### src/hdl/mrbv_pkg.sv
`timescale 1ns / 1ps

package mrbv_pkg;

	localparam int FRAC_BITS = 22;
	localparam int HALF_LSB  = 1 << (FRAC_BITS - 1);
	localparam int Q_ONE     = 1 << FRAC_BITS;
	localparam int COEF_W    = 24;
	localparam int STEP_W    = 23;
	localparam int CFG_W     = 23;
	localparam int CFG_IDX_W = 3;
	localparam int TERM_W    = 26;

	typedef enum logic [1:0] {
		OP_LOAD    = 2'd0,
		OP_START   = 2'd1,
		OP_TICK    = 2'd2,
		OP_RELEASE = 2'd3
	} opcode_t;

	typedef enum logic [CFG_IDX_W-1:0] {
		CFG_MODE_COUNT  = 3'd0,
		CFG_GAIN_LEFT   = 3'd1,
		CFG_GAIN_RIGHT  = 3'd2,
		CFG_REL_STEP    = 3'd3,
		CFG_DELAY       = 3'd4,
		CFG_DURATION    = 3'd5
	} cfg_reg_t;

	typedef enum logic [2:0] {
		ST_IDLE,
		ST_SWEEP,
		ST_RELEASE,
		ST_SCALE,
		ST_GAIN,
		ST_EMIT
	} state_t;

	typedef struct packed {
		logic signed [COEF_W-1:0] re;
		logic signed [COEF_W-1:0] im;
		logic signed [COEF_W-1:0] rot_re;
		logic signed [COEF_W-1:0] rot_im;
		logic signed [COEF_W-1:0] level;
		logic        [STEP_W-1:0] step;
	} mode_t;

	typedef struct packed {
		logic shift;
		logic use_mode;
		logic acc_clear;
	} sweep_ctl_t;

	// round half up, then arithmetic shift by the fraction width
	function automatic logic signed [27:0] round_q(input logic signed [48:0] x);
		return 28'((x + 49'(HALF_LSB)) >>> FRAC_BITS);
	endfunction

	function automatic logic signed [COEF_W-1:0] sat_coef(input logic signed [27:0] x);
		logic signed [27:0] hi;
		logic signed [27:0] lo;
		hi = 28'((1 << (COEF_W - 1)) - 1);
		lo = ~hi;
		if (x > hi)
			return COEF_W'(hi);
		if (x < lo)
			return COEF_W'(lo);
		return COEF_W'(x);
	endfunction

	// level moves toward one by step times the remaining distance
	function automatic logic signed [COEF_W-1:0] env_next(
		input logic signed [COEF_W-1:0] level,
		input logic        [STEP_W-1:0] step
	);
		logic signed [24:0] diff;
		logic signed [48:0] prod;
		logic signed [27:0] sum;
		diff = 25'(Q_ONE) - 25'(level);
		prod = 49'(diff) * 49'($signed({1'b0, step}));
		sum  = round_q(prod) + 28'(level);
		return sat_coef(sum);
	endfunction

	// a*b + c*d, or a*b - c*d, rounded and saturated
	function automatic logic signed [COEF_W-1:0] cmul_part(
		input logic signed [COEF_W-1:0] a,
		input logic signed [COEF_W-1:0] b,
		input logic signed [COEF_W-1:0] c,
		input logic signed [COEF_W-1:0] d,
		input logic                     sub
	);
		logic signed [48:0] p;
		logic signed [48:0] q;
		logic signed [48:0] s;
		p = 49'(a) * 49'(b);
		q = 49'(c) * 49'(d);
		s = sub ? (p - q) : (p + q);
		return sat_coef(round_q(s));
	endfunction

endpackage

### src/hdl/mrbv_cell.sv
`timescale 1ns / 1ps

module mrbv_cell (
	input  logic           clk,
	input  logic           arst_n,
	input  logic           shift,
	input  logic           load,
	input  logic           clear,
	input  mrbv_pkg::mode_t shift_in,
	input  mrbv_pkg::mode_t load_in,
	output mrbv_pkg::mode_t held
);

	logic signed [mrbv_pkg::COEF_W-1:0] re_q;
	logic signed [mrbv_pkg::COEF_W-1:0] im_q;
	logic signed [mrbv_pkg::COEF_W-1:0] rot_re_q;
	logic signed [mrbv_pkg::COEF_W-1:0] rot_im_q;
	logic signed [mrbv_pkg::COEF_W-1:0] level_q;
	logic        [mrbv_pkg::STEP_W-1:0] step_q;

	// phasor, rotation and step: no reset, undefined until loaded
	always_ff @(posedge clk) begin
		if (shift) begin
			re_q     <= shift_in.re;
			im_q     <= shift_in.im;
			rot_re_q <= shift_in.rot_re;
			rot_im_q <= shift_in.rot_im;
			step_q   <= shift_in.step;
		end else if (load) begin
			re_q     <= load_in.re;
			im_q     <= load_in.im;
			rot_re_q <= load_in.rot_re;
			rot_im_q <= load_in.rot_im;
			step_q   <= load_in.step;
		end
	end

	// attack level is kept by a load
	always_ff @(posedge clk or negedge arst_n) begin
		if (!arst_n) begin
			level_q <= '0;
		end else if (clear) begin
			level_q <= '0;
		end else if (shift) begin
			level_q <= shift_in.level;
		end
	end

	always_comb begin
		held.re     = re_q;
		held.im     = im_q;
		held.rot_re = rot_re_q;
		held.rot_im = rot_im_q;
		held.level  = level_q;
		held.step   = step_q;
	end

endmodule

### config.mk
export PLATFORM = sky130hd
export DESIGN_NAME = mrbv_cell
export DESIGN_NICKNAME = d
export VERILOG_FILES = /design/src/hdl/mrbv_pkg.sv /design/src/hdl/mrbv_cell.sv
export SDC_FILE = /design/constraint.sdc
export NUM_CORES = 1
export LEC_CHECK = 0
export BUFFER_PORTS_ARGS = -buffer_cell sky130_fd_sc_hd__buf_2
export CAP_MARGIN = 20
export CORE_AREA = 2 2 167 169
export DETAILED_ROUTE_END_ITERATION = 12
export DIE_AREA = 0 0 169 171
export PLACE_DENSITY = 0.56
export SLEW_MARGIN = 20
export SYNTH_ARGS = -nofsm -noshare
export SYNTH_HDL_FRONTEND = slang
export SYNTH_SLANG_ARGS = --single-unit
### constraint.sdc
create_clock -name clk -period 1.35 [get_ports clk]
set_input_delay 0.27 -clock clk [delete_from_list [all_inputs] [get_ports clk]]
set_output_delay 0.27 -clock clk [all_outputs]
set_load 0.01 [all_outputs]
# == Word level (Yosys, flattened, before mapping) ==
# Index checks and enable logic that the tools add are counted.
# totals
ff_bits,143
out_inout_bits,143
wordCells,20
# classes
muxes,12
n_reduce_logical,2
# ops
op,n
$mux W24,10
$mux W23,2
$reduce_bool A2 Y1,2

# == Depth between registers and ports, before layout ==
# logic_depth
depth_word,2
depth_mapped,5

# == Worst setup path after synthesis ==
# OpenSTA, ideal clock, no wires.
# synth_timing
path_kind,input to register
start,input port shift
end,register im_q[0] (netlist bit) (enable)
arrival_time_ps,3303
required_time_ps,864
setup_slack_ps,-2439
stages,4
path_buffers,3
path_cell_list,buf_6 -> buf_6 -> buf_6 -> or2_1
# synth_via
elab_chain_cells,1
# synth_rtl
item,line_no,rtl
start: declaration,mrbv_cell.sv:6,"input logic shift,"
$reduce_bool A2 Y1 (no source line),--,
end signal: assignment,mrbv_cell.sv:25,im_q <= shift_in.im;
end signal: assignment,mrbv_cell.sv:31,im_q <= load_in.im;
end: declaration,mrbv_cell.sv:15,logic signed [mrbv_pkg::COEF_W-1:0] im_q;
# No other way between the ends.
# A chain may end at the register's enable or synchronous reset.

# == Worst setup path after layout ==
# layout_timing
start,register rot_re_q[22] (netlist bit)
end,output port held[93] (netlist bit)
# layout_rtl
item,line_no,rtl
start: declaration,mrbv_cell.sv:16,logic signed [mrbv_pkg::COEF_W-1:0] rot_re_q;
start signal: assignment,mrbv_cell.sv:26,rot_re_q <= shift_in.rot_re;
start signal: assignment,mrbv_cell.sv:32,rot_re_q <= load_in.rot_re;
end: declaration,mrbv_cell.sv:11,output mrbv_pkg::mode_t held
# No word-level cell between the ends.

==> flow_summary.ini <==
[cts]
post_cts_resize_count = 0
htreeDepth = 4
cts_tree = built
clk_latency_ns = 0.41
cts_buffers = 17
path_clk_slew_ns = 0.07
clockBufferDepth = 2
clkSinkCount = 143
cts_root_buf = clkbuf_16

[finish]
final_common_cell = buf_2
n_antenna_cell = 0
fillers = 2744
fin_nets = 1060
drive_gt1_share_pct = 75.16
mostFrequentLayoutCells = buf_2, edfxtp_1, mux2_2
fin_cells = 1127
area_delta_synth_final_pct = 53.60

[placement]
dp_hpwl_mm = 15.07
dp.cells = 1095
io_buffer_count = 409
pre_cts_slack_ns = -0.04869
gp_congestion = 0.7498

[pwr]
swShare_pct = 24.11
power.leakage_nw = 4.440
p_total_mw = 12.12
seqPwrFrac_pct = 44.7
power.share.combinational_pct = 15.2
powerDensity_nw_per_um2 = 1289
power_switching_mw = 2.923
p_clk_share_pct = 40.1
internal_power_mw = 9.200
vdd_ir_drop_max_mv = 0.4944

[yosys]
ys_seq_elements = 143
netlist_area_sq_um = 6123
ys_seq_area_share_pct = 68.17
synth_top_area_share_pct = 58.36
synthCells = 329
avgSynthCellArea_sq_um = 18.61
ys_warn_count = 0
synth_area_leader_cell = edfxtp_1
ys_types = 11
synth_area_leaders = edfxtp_1, mux2_2, dfrtp_1
syn_nets = 620

[sta]
fin_crit_sh_pct = 95.21
fin_crit_ns = 1.285
finalSetupViolations = 0
skew_ns = 0
max_freq_mhz = 778.0
worst_pin_slew_ns = 0.6069
grt_setup_unrepaired = no
slew_viol_final = 0
hold_viol_final = 0
max_slew_margin_pct = 59.54
setup_ws_ns = 0.06466

[floorplanning]
die_h_microns = 171
die_w_microns = 169
core-area_sq_um = 27320
die_area_sq_um = 28900
io_pins = 434
rows = 61
initial_utilization_pct = 22.41

[worst_setup_path]
reg2reg_depth = 2
worstReg2RegEnd = level_q[9]$_DFFE_PN0P_
required_ns = 1.08
cpMaxStageDelayCell = edfxtp_1
crit_type = reg -> out
cp.arrival_ns = 1.02
r2r-start = level_q[9]$_DFFE_PN0P_
r2r_slack_ns = 0.64
critPathBufInv = 1
crit_path_max_incr_delay_ns = 0.43
end_kind = output port
crit_fanout = 1
critPathLaunchType = register
critPathTopFamily = flip-flops
path_cells = buf_2

[worst_hold_path]
min_from = shift_in[33]
whs_path_depth = 3
min_path_type = in -> reg
hold_end = level_q[10]$_DFFE_PN0P_

[drt]
wl_per_cell_microns = 16.87
firstDrtPassIters = 4
ant_nets = 0
drc = 0
vias = 4479
viasPerCell = 3.974
wl_mm = 19.02
first_iter_violations = 159

[global_routing]
grt_max_degree = 47
antenna_found_initial = 1
grt_usage_pct = 12.58
grt_pass1_wl_mm = 26.75
grt_overflow = 0
grt_pass1_vias = 4590

[status]
status = finished, final reports clean

[flow_run]
max-cap-violations = 0
-- routing by layer --
metal  track usage, %  part of all wire (%)
met1            14.00                    39
met2            22.29                    51
met3            4.881                   9.8
met4            3.790                   1.1
met5                0                     0
-- repair_timing --
item / CTS / global route
hold buffers: 1 / 0
buffers inserted: 0 / 0
hold endpoints to repair: 24 / 0
-- cell families (layout without fill, tap and decap cells) --
group,count (synthesis),after routing,synth area share (%)
and+or+nand+nor,25,25,1.573
buffers and inverters,18,470,2.309
muxes,143,143,27.95
DFF,143,143,68.17
-- worst max path at each step --
stage / from / to / cells after the start
2_1_floorplan: shift / im_q[0]$_DFFE_PP_ / 4
3_3_place_gp: shift / rot_im_q[0]$_DFFE_PP_ / 3
3_5_place_dp: shift / rot_im_q[1]$_DFFE_PP_ / 3
4_1_cts: rot_re_q[22]$_DFFE_PP_ / held[93] / 1
5_1_grt: rot_re_q[22]$_DFFE_PP_ / held[93] / 1
6_report: rot_re_q[22]$_DFFE_PP_ / held[93] / 1
-- registers in the layout (all words and copies together) (netlist names) --
signal    flops
re_q         24
rot_im_q     24
im_q         24
level_q      24
step_q       23
rot_re_q     24
-- Yosys cell counts --
library cell	n
dfrtp_1	24
clkbuf_1	2
mux2_4	35
mux2_2	84
mux2i_1	24
buf_8	1
buf_6	7
nor2_1	24
or2_1	1
buf_2	8
edfxtp_1	119
-- power groups by stage --
stage	clock, mW	sequential, mW	combinational (mW)
floorplan	0	5.77	0.569
global placement	0	5.50	1.87
detailed placement	0	5.52	1.88
CTS	5.03	5.43	1.88
global route	5.18	5.47	2.00
finish	4.86	5.42	1.85
-- cell type report --
type / count / area [sq um] / share of cell area, %
Timing Repair Buffer: 439 / 2394 / 25.45
Clock inverter: 12 / 161.4 / 1.716
Tap cell: 346 / 432.9 / 4.603
Sequential cell: 143 / 4174 / 44.38
Clock buffer: 19 / 432.9 / 4.603
Multi-Input combinational cell: 168 / 1810 / 19.25
-- per-stage QoR --
step	hold WS [ns]	TNS, ns	instance area [sq um]	util (%)
2_1_floorplan	-0.02559	-73.62	6137	-
3_3_place_gp	0.3119	-0.6387	8801	32.21
3_5_place_dp	0.3128	-0.6596	8801	32.21
4_1_cts	0.07207	0	9405	34.42
5_1_grt	0.08128	0	9405	34.42
6_report	0.09567	0	9405	34.42
Note: power is estimated with default switching activity, not from simulation.
